[src/rtl/core/esn_pkg.sv]
`timescale 1ns / 1ps
`default_nettype none
package esn_pkg;

  localparam int Res = 32;
  localparam int Inp = 4;
  localparam int Outs = 4;

  localparam int SW = (Res > 1) ? $clog2(Res) : 1;
  localparam int KW = (Inp > 1) ? $clog2(Inp) : 1;
  localparam int JW = $clog2(Res + Inp + 1);
  localparam int MaxRow = (Res > Outs) ? Res : Outs;
  localparam int IW = (MaxRow > 1) ? $clog2(MaxRow) : 1;
  localparam int RecAW = (Res * Res > 1) ? $clog2(Res * Res) : 1;
  localparam int InAW = (Res * Inp > 1) ? $clog2(Res * Inp) : 1;
  localparam int OutAW = (Outs * Res > 1) ? $clog2(Outs * Res) : 1;
  localparam int AccW = 33 + $clog2(Res + Inp + 1);

  localparam logic [12:0] QOne = 13'd4096;
  localparam logic [11:0] TanhTop = 12'd4093;

  localparam logic [2:0] CmdRecW = 3'd0;
  localparam logic [2:0] CmdInW = 3'd1;
  localparam logic [2:0] CmdOutW = 3'd2;
  localparam logic [2:0] CmdSample = 3'd3;
  localparam logic [2:0] CmdClear = 3'd4;

  localparam logic [1:0] SrcRec = 2'd0;
  localparam logic [1:0] SrcIn = 2'd1;
  localparam logic [1:0] SrcOut = 2'd2;

  localparam logic KindState = 1'b0;
  localparam logic KindReadout = 1'b1;

  typedef struct packed {
    logic          load;
    logic          issue;
    logic [1:0]    src;
    logic [IW-1:0] row;
    logic [JW-1:0] col;
    logic          acc_clr;
    logic          st_rd;
    logic          wr_next;
    logic          flip;
    logic          out_ld;
    logic          out_kind;
    logic          final_res;
  } esn_cmd_t;

  typedef struct packed {
    logic mac_busy;
    logic out_free;
  } esn_stat_t;

  function automatic logic [11:0] tanh_tab(input logic [4:0] idx);
    logic [11:0] y;
    unique case (idx)
      5'd0:  y = 12'd0;
      5'd1:  y = 12'd1003;
      5'd2:  y = 12'd1893;
      5'd3:  y = 12'd2602;
      5'd4:  y = 12'd3119;
      5'd5:  y = 12'd3475;
      5'd6:  y = 12'd3707;
      5'd7:  y = 12'd3856;
      5'd8:  y = 12'd3949;
      5'd9:  y = 12'd4006;
      5'd10: y = 12'd4041;
      5'd11: y = 12'd4062;
      5'd12: y = 12'd4076;
      5'd13: y = 12'd4084;
      5'd14: y = 12'd4089;
      5'd15: y = 12'd4091;
      default: y = TanhTop;
    endcase
    return y;
  endfunction

  // Round half up from Q.24 to Q.12, then saturate to 16 bits.
  function automatic logic signed [15:0] round_sat(input logic signed [47:0] v);
    logic signed [47:0] r;
    logic signed [15:0] y;
    r = (v + 48'sd2048) >>> 12;
    if (r > 48'sd32767) y = 16'sh7fff;
    else if (r < -48'sd32768) y = 16'sh8000;
    else y = r[15:0];
    return y;
  endfunction

  function automatic logic signed [15:0] tanh_q12(input logic signed [15:0] s);
    logic [15:0] a;
    logic [4:0]  idx;
    logic [11:0] lo;
    logic [11:0] d;
    logic [21:0] p;
    logic [11:0] y;
    a = s[15] ? 16'(-s) : 16'(s);
    idx = {1'b0, a[13:10]};
    lo = tanh_tab(idx);
    d = tanh_tab(idx + 5'd1) - lo;
    p = 22'(d) * 22'(a[9:0]) + 22'd512;
    if (a >= 16'd16384) y = TanhTop;
    else y = lo + 12'(p >> 10);
    return s[15] ? -$signed({4'b0, y}) : $signed({4'b0, y});
  endfunction

endpackage
`default_nettype wire

[src/rtl/core/esn_ctrl.sv]
`timescale 1ns / 1ps
`default_nettype none
module esn_ctrl (
  input  wire logic               clk_i,
  input  wire logic               rst_ni,
  input  wire logic               in_valid_i,
  output      logic               in_ready_o,
  input  wire logic [2:0]         command_i,
  input  wire logic               last_i,
  input  wire esn_pkg::esn_stat_t stat_i,
  output      esn_pkg::esn_cmd_t  cmd_o
);

  localparam int IW = esn_pkg::IW;
  localparam int JW = esn_pkg::JW;

  localparam logic [3:0] SIdle    = 4'd0;
  localparam logic [3:0] SMac     = 4'd1;
  localparam logic [3:0] SDrain   = 4'd2;
  localparam logic [3:0] SFin1    = 4'd3;
  localparam logic [3:0] SFin2    = 4'd4;
  localparam logic [3:0] SFin3    = 4'd5;
  localparam logic [3:0] SFin4    = 4'd6;
  localparam logic [3:0] SEmitRd  = 4'd7;
  localparam logic [3:0] SEmitLd  = 4'd8;
  localparam logic [3:0] SRoMac   = 4'd9;
  localparam logic [3:0] SRoDrain = 4'd10;
  localparam logic [3:0] SRoOut   = 4'd11;

  localparam logic [IW-1:0] LastNeuron = IW'(esn_pkg::Res - 1);
  localparam logic [IW-1:0] LastOut = IW'(esn_pkg::Outs - 1);
  localparam logic [JW-1:0] LastStepTerm = JW'(esn_pkg::Res + esn_pkg::Inp - 1);
  localparam logic [JW-1:0] LastRoTerm = JW'(esn_pkg::Res - 1);
  localparam logic [JW-1:0] ResCount = JW'(esn_pkg::Res);

  logic [3:0] state_q, state_d;
  logic [IW-1:0] i_q, i_d;
  logic [JW-1:0] j_q, j_d;

  always_comb begin
    state_d = state_q;
    i_d = i_q;
    j_d = j_q;
    cmd_o = '0;
    cmd_o.row = i_q;
    cmd_o.col = j_q;
    in_ready_o = 1'b0;
    unique case (state_q)
      SIdle: begin
        in_ready_o = 1'b1;
        if (in_valid_i) begin
          cmd_o.load = 1'b1;
          if (command_i == esn_pkg::CmdSample && last_i) begin
            cmd_o.acc_clr = 1'b1;
            i_d = '0;
            j_d = '0;
            state_d = SMac;
          end
        end
      end
      SMac: begin
        cmd_o.issue = 1'b1;
        cmd_o.src = (j_q < ResCount) ? esn_pkg::SrcRec : esn_pkg::SrcIn;
        if (j_q == LastStepTerm) begin
          j_d = '0;
          state_d = SDrain;
        end else begin
          j_d = j_q + 1'b1;
        end
      end
      SDrain: if (!stat_i.mac_busy) state_d = SFin1;
      SFin1: begin
        // fetch the old state element for the blend
        cmd_o.st_rd = 1'b1;
        state_d = SFin2;
      end
      SFin2: state_d = SFin3;
      SFin3: state_d = SFin4;
      SFin4: begin
        cmd_o.wr_next = 1'b1;
        cmd_o.acc_clr = 1'b1;
        if (i_q == LastNeuron) begin
          cmd_o.flip = 1'b1;
          i_d = '0;
          state_d = SEmitRd;
        end else begin
          i_d = i_q + 1'b1;
          state_d = SMac;
        end
      end
      SEmitRd: begin
        cmd_o.st_rd = 1'b1;
        state_d = SEmitLd;
      end
      SEmitLd: begin
        if (stat_i.out_free) begin
          cmd_o.out_ld = 1'b1;
          cmd_o.out_kind = esn_pkg::KindState;
          if (i_q == LastNeuron) begin
            cmd_o.acc_clr = 1'b1;
            i_d = '0;
            state_d = SRoMac;
          end else begin
            i_d = i_q + 1'b1;
            state_d = SEmitRd;
          end
        end
      end
      SRoMac: begin
        cmd_o.issue = 1'b1;
        cmd_o.src = esn_pkg::SrcOut;
        if (j_q == LastRoTerm) begin
          j_d = '0;
          state_d = SRoDrain;
        end else begin
          j_d = j_q + 1'b1;
        end
      end
      SRoDrain: if (!stat_i.mac_busy) state_d = SRoOut;
      SRoOut: begin
        if (stat_i.out_free) begin
          cmd_o.out_ld = 1'b1;
          cmd_o.out_kind = esn_pkg::KindReadout;
          cmd_o.final_res = (i_q == LastOut);
          if (i_q == LastOut) begin
            i_d = '0;
            state_d = SIdle;
          end else begin
            cmd_o.acc_clr = 1'b1;
            i_d = i_q + 1'b1;
            state_d = SRoMac;
          end
        end
      end
      default: state_d = SIdle;
    endcase
  end

  always_ff @(posedge clk_i or negedge rst_ni) begin
    if (!rst_ni) begin
      state_q <= SIdle;
      i_q <= '0;
      j_q <= '0;
    end else begin
      state_q <= state_d;
      i_q <= i_d;
      j_q <= j_d;
    end
  end

  a_out_ld_free: assert property (@(posedge clk_i) disable iff (!rst_ni)
    cmd_o.out_ld |-> stat_i.out_free) else $error("output word loaded while occupied");

  a_idle_drained: assert property (@(posedge clk_i) disable iff (!rst_ni)
    in_ready_o |-> !stat_i.mac_busy) else $error("input taken with MAC pipeline busy");

  a_flip_last: assert property (@(posedge clk_i) disable iff (!rst_ni)
    cmd_o.flip |-> (i_q == LastNeuron)) else $error("state bank flipped early");

  a_issue_ready: assert property (@(posedge clk_i) disable iff (!rst_ni)
    cmd_o.issue |-> !in_ready_o) else $error("MAC issue while accepting input");

endmodule
`default_nettype wire

[config.mk]
export PLATFORM = sky130hd
export DESIGN_NAME = esn_ctrl
export DESIGN_NICKNAME = d
export VERILOG_FILES = /design/src/rtl/core/esn_pkg.sv /design/src/rtl/core/esn_ctrl.sv
export SDC_FILE = /design/constraint.sdc
export NUM_CORES = 1
export LEC_CHECK = 0
export BUFFER_PORTS_ARGS = -buffer_cell sky130_fd_sc_hd__clkbuf_2
export CAP_MARGIN = 10
export CORE_ASPECT_RATIO = 0.75
export CORE_MARGIN = 4
export CORE_UTILIZATION = 57
export CTS_BUF_LIST = sky130_fd_sc_hd__clkbuf_16
export CTS_CLUSTER_DIAMETER = 100
export DETAILED_ROUTE_END_ITERATION = 10
export PLACE_DENSITY = 0.83
export RECOVER_POWER = 25
export SKIP_CTS_REPAIR_TIMING = 1
export SLEW_MARGIN = 25
export SYNTH_ARGS = -nofsm -noshare
export SYNTH_HDL_FRONTEND = slang
export SYNTH_SLANG_ARGS = --single-unit
[constraint.sdc]
create_clock -name clk_i -period 4.9 [get_ports clk_i]
set_input_delay 0.49 -clock clk_i [delete_from_list [all_inputs] [get_ports clk_i]]
set_output_delay 0.49 -clock clk_i [all_outputs]
set_load 0.05 [all_outputs]
# ---- After elaboration in Yosys (flattened, before gate mapping)
# Index checks and enable logic that the tools add are counted.
dict set report word_totals {
  register_bits 15
  latchBits 0
  ram_bits 0
  mem_bits_ro 0
  input_bits 9
  output_inout_bits 23
  elab_cells 80
  memories 0
}
dict set report op_classes {
  add_sub_neg 2
  n_mul 0
  n_div 0
  n_lt_le_gt_ge 1
  eq_ne 24
  shift 0
  mux 42
  n_bitwise 0
  n_reduce_logical 8
}
# operator n
set op_table {}
lappend op_table {{4-bit one-hot mux with 12 select lines} 1}
lappend op_table {{4-bit two-way mux} 10}
lappend op_table {{5-bit two-way mux} 6}
lappend op_table {{6-bit two-way mux} 4}
lappend op_table {{5-bit one-hot mux with 4 select lines} 1}
lappend op_table {{6-bit one-hot mux with 3 select lines} 1}
lappend op_table {{4-bit by 3-bit == test with 1-bit output, second input constant} 4}
lappend op_table {{4-bit == test, second input constant} 4}
lappend op_table {{2-bit inequality test, second input constant} 8}
lappend op_table {{1-bit two-way mux} 12}
lappend op_table {{4-bit by 2-bit == test with 1-bit output, second input constant} 2}
lappend op_table {{8-bit AND reduction} 1}
lappend op_table {{6-bit by 1-bit adder with 6-bit output, second input constant} 1}
lappend op_table {{6-bit by 5-bit == test with 1-bit output, second input constant} 1}
lappend op_table {{6-bit == test, second input constant} 1}
lappend op_table {{6-bit less-than comparator, second input constant} 1}
lappend op_table {{3-bit two-way mux} 2}
lappend op_table {{3-bit one-hot mux with 2 select lines} 1}
lappend op_table {{5-bit by 1-bit adder with 5-bit output, second input constant} 1}
lappend op_table {{5-bit by 2-bit == test with 1-bit output, second input constant} 1}
lappend op_table {{5-bit == test, second input constant} 1}
lappend op_table {{5-bit AND reduction} 1}
lappend op_table {{4-bit by 1-bit == test with 1-bit output, second input constant} 1}
lappend op_table {{4-bit zero test} 1}
lappend op_table {{other kinds (9)} 10}

# ---- Longest topological paths before layout
# Gate-level depths: netlist of the first run.
dict set report depth {
  depth_word 5
  ltp_mapped 7
  mapped_depth_nobuf 7
}

# ---- Worst setup path before layout of the first run
# No wires, ideal clock.
dict set report synth_path {
  path_kind {reg-to-output}
  from {reg i_q[0]}
  to {out cmd_o[6] in the netlist's numbering}
  arrival_time_ns 2.498
  required_ns 4.410
  path_slack_ns 1.912
  stages_incl_launch_ff 6
  cell_sequence {dfrtp_1 ha_1 and3_1 ha_1 a21oi_1 o21ai_0}
}
# item line_no
set synth_lines {}
lappend synth_lines {{start: declaration} esn_ctrl.sv:37} ;# logic [IW-1:0] i_q, i_d;
lappend synth_lines {{start signal: assignment} esn_ctrl.sv:146} ;# i_q <= i_d;
lappend synth_lines {{end: declaration} esn_ctrl.sv:11} ;# output esn_pkg::esn_cmd_t cmd_o

==> results of run 1 <==
cells by family after synthesis:
group                    synth area share
AND/OR/NAND/NOR                     0.315
adder cells (fa/ha/maj)            0.0394
buffers and inverters              0.0640
AO/OA/AOI/OAI                       0.246
flip-flops                          0.295
XOR/XNOR                          0.00689
multiplexers                       0.0335
state kept, by name (all words and copies together) (netlist names):
| name | count |
|---|---|
| j_q | 6 |
| i_q | 5 |
| state_q | 4 |
metal layers:
metal | track usage | vias up
met5 | 0 | -
met4 | 0.0916 | 0
met3 | 0.0576 | 6
met2 | 0.365 | 42
met1 | 0.280 | 592
li1 | - | 585
worst max-delay path by stage:
stage,from,to,cells after the start
2_1_floorplan,i_q[0],cmd_o[6],5
3_3_place_gp,state_q[0],cmd_o[18],4
3_5_place_dp,state_q[0],cmd_o[18],4
4_1_cts,state_q[0],cmd_o[18],4
5_1_grt,state_q[1],cmd_o[6],5
6_report,state_q[0],cmd_o[18],4
power by group through the flow:
stage / logic, mW / clock network, mW / registers [mW]
after floorplan: 0.483 / 0 / 0.342
after global placement: 0.627 / 0 / 0.293
after detailed placement: 0.641 / 0 / 0.303
after CTS: 0.645 / 0.163 / 0.302
after global routing: 0.693 / 0.171 / 0.323
final: 0.643 / 0.161 / 0.305
area by class of cell:
type | instances | area (µm²)
tap | 24 | 30.0
fill | 167 | 583
inverter | 7 | 31.3
multi-input combinational | 112 | 815
clock inverter | 1 | 3.75
clock buffer | 3 | 75.1
sequential | 15 | 375
timing repair buffer | 31 | 154
worst register-to-register path, cell delays in order, from the launching register on:
cell and delay, ns:
sky130_fd_sc_hd__dfrtp_1 0.58, sky130_fd_sc_hd__nor3b_1 0.46, sky130_fd_sc_hd__a22oi_2 0.16, sky130_fd_sc_hd__a211oi_2 0.41, sky130_fd_sc_hd__mux2_1 0.35
stage by stage:
stage / area, µm² / hold slack, ns / instances
final: 1480 / 0.344 / 193
after global routing: 1480 / 0.417 / 193
after CTS: 1490 / 0.178 / 193
after detailed placement: 1410 / 0.439 / 189
after global placement: 1410 / 0.427 / 189
after floorplan: 1270 / 0.194 / 141
placed cells by master, fill, tap and decap left out, types with 3 or more instances in the layout:
| cell type | Yosys | layout |
|---|---|---|
| sky130_fd_sc_hd__o21ai_0 | 6 | 6 |
| sky130_fd_sc_hd__nand2_1 | 6 | 6 |
| sky130_fd_sc_hd__and3_1 | 5 | 5 |
| sky130_fd_sc_hd__ha_1 | 4 | 4 |
| sky130_fd_sc_hd__nand3b_1 | 3 | 3 |
| sky130_fd_sc_hd__a21oi_1 | 4 | 4 |
| sky130_fd_sc_hd__nand2b_1 | 3 | 3 |
| sky130_fd_sc_hd__o211ai_1 | 3 | 3 |
| sky130_fd_sc_hd__a31oi_1 | 3 | 3 |
| sky130_fd_sc_hd__nor2_1 | 13 | 13 |
| sky130_fd_sc_hd__dfrtp_1 | 15 | 15 |
| sky130_fd_sc_hd__inv_1 | 5 | 6 |
| sky130_fd_sc_hd__and2_1 | 4 | 4 |
| sky130_fd_sc_hd__o21ai_1 | 5 | 5 |
| sky130_fd_sc_hd__nand3_1 | 8 | 8 |
| sky130_fd_sc_hd__clkbuf_16 | 0 | 3 |
| sky130_fd_sc_hd__nor3_1 | 3 | 3 |
| sky130_fd_sc_hd__a22o_1 | 4 | 4 |
| sky130_fd_sc_hd__clkbuf_2 | 0 | 30 |
==> impl_summary.txt, run 1 <==
----------------------------------------------------
[Pwr]
  Fraction of power consumed by the clock network ... 0.145
  Switching power summed over all nets ... 605 µW
  Internal cell power ... 504 µW
  Relative contribution of sequential cells to total power ... 0.275
  Share of power burned in combinational logic ... 0.580
  Power Dens Cells ... 748 mW/mm²
  Total leakage power ... 0.686 nW
  Switching part of the total power ... 0.546
  Peak supply drop ... just under 0.4 mV
  Total power draw ... 1.11 mW

[STA]
  Aggregate negative setup slack ... 0 ns
  Unrepaired setup endpoints after global routing ... no
  Number of hold violations in the final report ... 0
  Max Freq ... 0.407 GHz
  Post-route setup slack ... 2.45 ns
  Slew HR ... 0.406
  Clock period minus worst slack ... 2.45 ns
  Setup violators final ... 0
  Max-slew violation count ... 0
  Final Skew ... around 0.0016 ns
  Measured slew at the worst slew-check pin ... between 0.8 and 0.9 ns
  Final worst-path cycle share ... 0.501

[Synth]
  Syn Area/Cell ... between 9 and 10 µm²
  Most instantiated flip-flop cell in the synthesis netlist ... sky130_fd_sc_hd__dfrtp_1
  Main area contributors after synthesis ... sky130_fd_sc_hd__dfrtp_1 (30%), sky130_fd_sc_hd__ha_1 (3.9%), sky130_fd_sc_hd__nor2_1 (3.8%)
  Number of enable-type register cells in the synthesized netlist ... 0
  Area share of the leading cell type in the synthesized netlist ... 0.295
  Flip-flop and latch count after synthesis ... 15
  Syn_nets ... about 150
  Mapped Area ... 0.00127 mm²
  Warnings, synthesis ... 0
  Top-count cell post-synth ... sky130_fd_sc_hd__dfrtp_1
  Proportion of synthesized chip area in sequential cells ... 0.295
  Commonest cells post-synth ... sky130_fd_sc_hd__dfrtp_1 (15), sky130_fd_sc_hd__nor2_1 (13), sky130_fd_sc_hd__nand3_1 (8)
  Dominant cell type by area after synthesis ... sky130_fd_sc_hd__dfrtp_1
  Gate count after technology mapping ... 141
  Share of flip-flops with an asynchronous set or reset ... 1.00
  Number of different library cells in the post-synthesis netlist ... 55

[Route]
  Met3 Wirelength ... 202 µm
  Sum of met2 wire segment lengths after detailed routing ... 1.60 mm
  Via Count ... 1225
  Average detailed-routed wire length per instance ... 16.9 µm
  Residual DRC ... 0
  Metal1 wirelength ... between 1 and 1.5 mm
  Top routing layer in use ... met4
  Number of iterations in the first detailed-routing pass ... 4
  Number of DRC violations after detailed-routing iteration 0 ... between 60 and 70
  Vias per std cell ... 6.35
  Antenna Violating Nets Remaining ... 0
  WL final ... around 3.3 mm

[Critical path]
  Source of the worst register-to-register timing path ... state_q[3]
  Internal reg-to-reg setup slack ... 2.81 ns
  Reg2Reg Capture Point ... state_q[0]
  Slowest library cell on the worst path ... sky130_fd_sc_hd__dfrtp_1
  Depth of the worst register-to-register path ... 4
  Type of destination of the critical path ... primary output
  Startpoint class of the critical path ... register
  CP delay by family, top ... flip-flops
  Data arrival, critical path ... 1.96 ns
  Highest cell delay on the worst timing path ... approximately 0.7 ns
  CP Data Required Time ... around 4.4 ns
  Biggest fanout along the worst timing path ... 17
  Sequence of cells on the critical path ... or3b_4, clkinv_4, and3_1, clkbuf_2
  Type of the worst setup path ... register to primary output
  Buffers plus inverters on the worst setup path ... 2

[Die]
  Effective utilization at floorplan ... 0.615
  Chip height ... 48.9 µm
  Area of the placeable core ... 0.00207 mm²
  Number of top-level design ports ... 32
  Die Footprint ... just over 0.003 mm²
  Standard-cell rows ... 14
  Die width ... 62.5 µm

[Cells and area]
  Share of cells above drive strength 1 ... 0.296
  Post-layout net count ... 183
  Fin util ... 0.718
  Area growth from synthesis to final layout ... 16.7%
  N_diodes ... 0

[CTS]
  Clock Root Buffer ... sky130_fd_sc_hd__clkbuf_16
  Sinks on Clock Net ... 15
  TritonCTS clock tree ... done
  Total number of H-tree levels ... 1
  Worst-case clock buffer depth ... 2
  Clk_lat worst skew ... 0.25 ns
  Number of CTS-inserted buffers ... 3
  Clock transition at the registers of the reported paths ... 0.05 ns

[Global routing]
  Global route overflow ... 0
  Overall Global Routing Usage ... 0.223
  Vias in the first global route ... 1156
  Antenna violations before repair ... 0
  First-pass GRT wire length ... between 5 and 6 mm
  Largest net degree at the start of global routing ... 19

[Run status]
  Outcome ... finished clean

[Place]
  Post-placement setup slack ... 2.74 ns
  Count of port buffers added during placement ... 31
  Final weighted congestion in routability-driven placement ... 0.846
  DP Wirelength ... 2.40 mm

[Hold path]
  Tightest Hold Check Type ... input port to async pin

[Flow run]
  Count of max-cap constraint violations ... 0

----------------------------------------------------
(Power assumes the default switching activity.)
==> run 2: changes to the inputs <==
--- a/config.mk
+++ b/config.mk
@@ -9,11 +9,11 @@
 export CAP_MARGIN = 10
 export CORE_ASPECT_RATIO = 0.75
 export CORE_MARGIN = 4
-export CORE_UTILIZATION = 57
+export CORE_UTILIZATION = 53
 export CTS_BUF_LIST = sky130_fd_sc_hd__clkbuf_16
 export CTS_CLUSTER_DIAMETER = 100
 export DETAILED_ROUTE_END_ITERATION = 10
-export PLACE_DENSITY = 0.83
+export PLACE_DENSITY = 0.78
 export RECOVER_POWER = 25
 export SKIP_CTS_REPAIR_TIMING = 1
 export SLEW_MARGIN = 25
==> constraint.sdc (replaced) <==
create_clock -name clk_i -period 2.5 [get_ports clk_i]
set_input_delay 0.25 -clock clk_i [delete_from_list [all_inputs] [get_ports clk_i]]
set_output_delay 0.25 -clock clk_i [all_outputs]
set_load 0.05 [all_outputs]
==> run 2 against run 1 <==
Net effect: register-to-register slack got worse by 2.3 ns; final cell count grew 6.2%; clock skew up 0.0037 ns; worst setup slack lost 2.2 ns; non-clock buffer count grew 2; wire length shrank 3.8%; highest routed layer unchanged; global-route usage shrank 1.6 points; critical path depth unchanged; power grew 98%; sequential power is 97% higher; die area grew 6.4%; sequential share of layout area shrank 0.52 points.
==> impl_summary.txt, run 2 (synthesis gave the netlist of run 1 again) <==
----------------------------------------------------
[Run status]
  Outcome ... finished clean

[Global routing]
  First-pass GRT wire length ... about 5.3 mm
  Global route overflow ... 0
  Antenna violations before repair ... 0
  Overall Global Routing Usage ... 0.207
  Largest net degree at the start of global routing ... 19
  Vias in the first global route ... 1179

[Cells and area]
  Leading registers by flop count ... j_q (6), i_q (5), state_q (4)
  Leading cell types in the layout, fill and taps excluded ... sky130_fd_sc_hd__clkbuf_2 (30), sky130_fd_sc_hd__dfrtp_1 (15), sky130_fd_sc_hd__nor2_1 (13)
  Fin util ... 0.662
  N_diodes ... 0
  Area growth from synthesis to final layout ... 19.2%
  Number of flip-flops in the largest register ... 6
  Share of cells above drive strength 1 ... 0.304
  Register with the most flip-flops ... j_q
  Most common cell after layout, fill and taps aside ... sky130_fd_sc_hd__clkbuf_2
  Post-layout net count ... about 190

[STA]
  Slew HR ... 0.451
  Max-slew violation count ... 0
  Number of hold violations in the final report ... 0
  Unrepaired setup endpoints after global routing ... no
  Max Freq ... 0.448 GHz
  Final worst-path cycle share ... 0.892
  Clock period minus worst slack ... approximately 2.2 ns
  Final Skew ... 0.00534 ns
  Measured slew at the worst slew-check pin ... 0.824 ns
  Aggregate negative setup slack ... 0 ns
  Setup violators final ... 0

[Pwr]
  Total leakage power ... 0.694 nW
  Power Dens Cells ... 1450 mW/mm²
  Peak supply drop ... roughly 0.66 mV

[Critical path]
  Type of the worst setup path ... register to primary output
  CP Data Required Time ... 2.25 ns
  CP delay by family, top ... flip-flops
  Slowest library cell on the worst path ... sky130_fd_sc_hd__dfrtp_1
  Highest cell delay on the worst timing path ... 0.72 ns
  Type of destination of the critical path ... primary output
  Sequence of cells on the critical path ... or3b_4, clkinv_4, and3_1, clkbuf_2
  Biggest fanout along the worst timing path ... 17
  Data arrival, critical path ... 1.98 ns
  Startpoint class of the critical path ... register
  Buffers plus inverters on the worst setup path ... 2

[CTS]
  TritonCTS clock tree ... done
  Number of CTS-inserted buffers ... 3
  Clock transition at the registers of the reported paths ... ~0.05 ns
  Sinks on Clock Net ... 15
  Worst-case clock buffer depth ... 2
  Clock Root Buffer ... sky130_fd_sc_hd__clkbuf_16
  Clk_lat worst skew ... 0.25 ns
  Total number of H-tree levels ... 1

[Die]
  Effective utilization at floorplan ... 0.555
  Die width ... 64.6 µm
  Die Footprint ... 0.00325 mm²
  Chip height ... 50.4 µm
  Number of top-level design ports ... 32
  Area of the placeable core ... 0.00229 mm²
  Standard-cell rows ... 15

[Place]
  DP Wirelength ... 2.31 mm
  Final weighted congestion in routability-driven placement ... 0.919
  Count of port buffers added during placement ... 31

[Route]
  Residual DRC ... 0
  Antenna Violating Nets Remaining ... 0
  Via Count ... 1233
  Number of iterations in the first detailed-routing pass ... 5
  Vias per std cell ... 6.01
  Average detailed-routed wire length per instance ... 15.3 µm
  WL final ... 3.15 mm
  Number of DRC violations after detailed-routing iteration 0 ... 56

[Hold path]
  Tightest Hold Check Type ... input port to register

[Flow run]
  Count of max-cap constraint violations ... 0

----------------------------------------------------
[run 2: cell count changes in the layout (fill, tap and decap cells not counted)]
cell	delta
sky130_fd_sc_hd__inv_1	-1
sky130_fd_sc_hd__o21ai_1	+1
sky130_fd_sc_hd__o21ai_0	-1
sky130_fd_sc_hd__dlygate4sd3_1	+1
sky130_fd_sc_hd__buf_4	+1
sky130_fd_sc_hd__clkinv_2	+1
[run 2: stage by stage]
step	hold WS, ns	cells	worst slack (ns)	total power, mW	instance area [µm²]
after floorplan	-0.0456	141	0.128	1.62	1270
after global routing	0.477	205	0.148	2.34	1520
after CTS	-0.0697	204	0.282	2.20	1510
after detailed placement	0.195	200	0.557	1.87	1430
final	0.436	205	0.269	2.20	1520
after global placement	0.181	200	0.593	1.84	1430
[run 2: worst paths after layout]
kind / start / end / slack [ns] / cells after the start
hold / removal: stat_i[1] / state_q[3] / 0.44 / 4
min in group asynchronous: rst_ni / j_q[4] / 0.61 / 2
setup / recovery: state_q[0] / cmd_o[18] / 0.27 / 4
hold reg to reg: i_q[0] / i_q[0] / 0.53 / 1
max in group asynchronous: rst_ni / j_q[5] / 1.38 / 2
setup reg to reg: state_q[3] / state_q[0] / 0.55 / 4
[run 2: routing by layer]
layer  GRT usage  vias up  wire length (µm)
met1       0.275      598              1390
met2       0.344       40              1550
li1            -      591                 -
met3      0.0425        4               172
met4      0.0561        0                24
met5           0        -                 0
[run 2: area by class of cell]
| class | instances | area (µm²) |
|---|---|---|
| Multi-Input combinational cell | 112 | 815 |
| Fill cell | 209 | 774 |
| Clock buffer | 3 | 75.1 |
| Clock inverter | 1 | 5.00 |
| Sequential cell | 15 | 375 |
| Inverter | 7 | 31.3 |
| Tap cell | 34 | 42.5 |
| Timing Repair Buffer | 33 | 171 |
[run 2: worst register-to-register path, stage by stage, from the launching register on]
cell,delay [ns]
sky130_fd_sc_hd__dfrtp_1,0.56
sky130_fd_sc_hd__nor3b_1,0.41
sky130_fd_sc_hd__a22oi_2,0.14
sky130_fd_sc_hd__a211oi_2,0.35
sky130_fd_sc_hd__mux2_1,0.36
[run 2: report_power, final]
group	switching [mW]	total (mW)	internal, mW
registers	0.261	0.600	0.339
clock network	0.102	0.316	0.214
logic	0.824	1.28	0.457
==> run 3: changes to the inputs <==
--- a/config.mk
+++ b/config.mk
@@ -9,11 +9,11 @@
 export CAP_MARGIN = 10
 export CORE_ASPECT_RATIO = 0.75
 export CORE_MARGIN = 4
-export CORE_UTILIZATION = 53
+export CORE_UTILIZATION = 45
 export CTS_BUF_LIST = sky130_fd_sc_hd__clkbuf_16
 export CTS_CLUSTER_DIAMETER = 100
 export DETAILED_ROUTE_END_ITERATION = 10
-export PLACE_DENSITY = 0.78
+export PLACE_DENSITY = 0.67
 export RECOVER_POWER = 25
 export SKIP_CTS_REPAIR_TIMING = 1
 export SLEW_MARGIN = 25
==> run 3 against run 2 <==
Net effect: global-route usage decreased by 3.3 points; power is 1.2% lower; non-clock buffer count is 1 lower; sequential power down 0.7%; clock power increased by 3%; critical path depth unchanged; count of clock-buffer cells in the layout stayed put; sequential share of layout area rose by 0.082 points; worst hold slack lost 0.016 ns; highest routed layer unchanged; register-to-register slack barely moved; first-iteration DRC count down 1.8%.
==> impl_summary.txt, run 3 (synthesis gave the netlist of run 1 again) <==
----------------------------------------------------
[Hold path]
  Tightest Hold Check Type ... input port to register

[STA]
  Max Freq ... 0.449 GHz
  Post-route setup slack ... around 0.27 ns
  Clock period minus worst slack ... 2.23 ns
  Number of hold violations in the final report ... 0
  Aggregate negative setup slack ... 0 ns
  Max-slew violation count ... 0
  Final worst-path cycle share ... 0.891
  Final Skew ... 0.00160 ns
  Setup violators final ... 0
  Measured slew at the worst slew-check pin ... 0.920 ns
  Unrepaired setup endpoints after global routing ... no
  Slew HR ... 0.387

[Critical path]
  Startpoint class of the critical path ... register
  Biggest fanout along the worst timing path ... 17
  CP Data Required Time ... about 2.3 ns
  Type of destination of the critical path ... primary output
  Type of the worst setup path ... register to primary output
  Data arrival, critical path ... a little under 2 ns

[Die]
  Die width ... 69.4 µm
  Chip height ... 54.0 µm
  Effective utilization at floorplan ... 0.477
  Area of the placeable core ... approximately 0.0027 mm²
  Standard-cell rows ... 16
  Number of top-level design ports ... 32
  Die Footprint ... around 0.0037 mm²

[Global routing]
  Overall Global Routing Usage ... 0.175
  First-pass GRT wire length ... 5.09 mm
  Global route overflow ... 0
  Vias in the first global route ... 1068
  Largest net degree at the start of global routing ... 19
  Antenna violations before repair ... 0

[Cells and area]
  Leading registers by flop count ... j_q (6), i_q (5), state_q (4)
  Area growth from synthesis to final layout ... 18.8%
  N_diodes ... 0
  Most common cell after layout, fill and taps aside ... sky130_fd_sc_hd__clkbuf_2
  Register with the most flip-flops ... j_q
  Leading cell types in the layout, fill and taps excluded ... sky130_fd_sc_hd__clkbuf_2 (30), sky130_fd_sc_hd__dfrtp_1 (15), sky130_fd_sc_hd__nor2_1 (13)
  Share of cells above drive strength 1 ... 0.300
  Number of flip-flops in the largest register ... 6
  Post-layout net count ... 184

[CTS]
  Clock transition at the registers of the reported paths ... 0.05 ns
  Sinks on Clock Net ... 15
  Worst-case clock buffer depth ... 2
  Clock Root Buffer ... sky130_fd_sc_hd__clkbuf_16
  Number of CTS-inserted buffers ... 3
  TritonCTS clock tree ... done
  Clk_lat worst skew ... 0.25 ns
  Total number of H-tree levels ... 1

[Route]
  Vias per std cell ... 5.79
  Via Count ... 1192
  Number of DRC violations after detailed-routing iteration 0 ... 55
  WL final ... 3.09 mm
  Average detailed-routed wire length per instance ... 15.0 µm
  Residual DRC ... 0
  Number of iterations in the first detailed-routing pass ... 4
  Antenna Violating Nets Remaining ... 0

[Pwr]
  Peak supply drop ... 0.728 mV
  Power Dens Cells ... between 1000 and 1500 mW/mm²
  Total leakage power ... 0.689 nW

[Place]
  Count of port buffers added during placement ... 31
  DP Wirelength ... about 2.3 mm
  Final weighted congestion in routability-driven placement ... 0.836
  Post-placement setup slack ... 0.546 ns

[Run status]
  Outcome ... finished clean

[Flow run]
  Count of max-cap constraint violations ... 0

----------------------------------------------------
run 3: cell types whose count changed in the layout (fill, tap and decap cells not counted):
cell	before	now
sky130_fd_sc_hd__buf_4	1	0
run 3: critical path: stages, from the launching register on:
cell and delay, ns:
sky130_fd_sc_hd__dfrtp_1 0.71, sky130_fd_sc_hd__or3b_4 0.50, sky130_fd_sc_hd__clkinv_4 0.10, sky130_fd_sc_hd__and3_1 0.15, sky130_fd_sc_hd__clkbuf_2 0.27
run 3: layer usage:
layer,track usage,part of all wire
met1,0.229,0.49
met2,0.272,0.45
met3,0.0578,0.053
met4,0.0617,0.0081
met5,0,0
run 3: report_power, final:
| group | total (mW) | switching (mW) | internal [mW] |
|---|---|---|---|
| Combinational | 1.25 | 0.814 | 0.437 |
| Sequential | 0.596 | 0.257 | 0.339 |
| Clock | 0.324 | 0.109 | 0.214 |
run 3: final timing paths:
check                            from          to  slack [ns]  cells after the start
setup / recovery           state_q[0]   cmd_o[18]        0.27                      4
hold / removal              stat_i[1]  state_q[3]        0.42                      4
setup reg to reg           state_q[3]  state_q[0]        0.54                      4
hold reg to reg                i_q[0]      i_q[0]        0.53                      1
max in group asynchronous      rst_ni      i_q[2]        1.29                      2
min in group asynchronous      rst_ni  state_q[0]        0.65                      2
run 3: area by class of cell:
type / count / area, µm²
fill: 244 / 1150
multi-input combinational: 112 / 815
sequential: 15 / 375
timing repair buffer: 32 / 164
clock buffer: 3 / 75.1
tap: 36 / 45.0
inverter: 7 / 31.3
clock inverter: 1 / 5.00
run 3: metrics by stage:
stage	hold slack, ns	cell area [µm²]	cells	power [mW]	utilization
4_1_cts	-0.0586	1500	205	2.18	0.564
5_1_grt	0.449	1510	206	2.32	0.567
3_5_place_dp	0.212	1420	201	1.84	0.534
6_report	0.420	1510	206	2.17	0.567
2_1_floorplan	-0.0456	1270	141	1.62	-
3_3_place_gp	0.203	1420	201	1.82	0.534
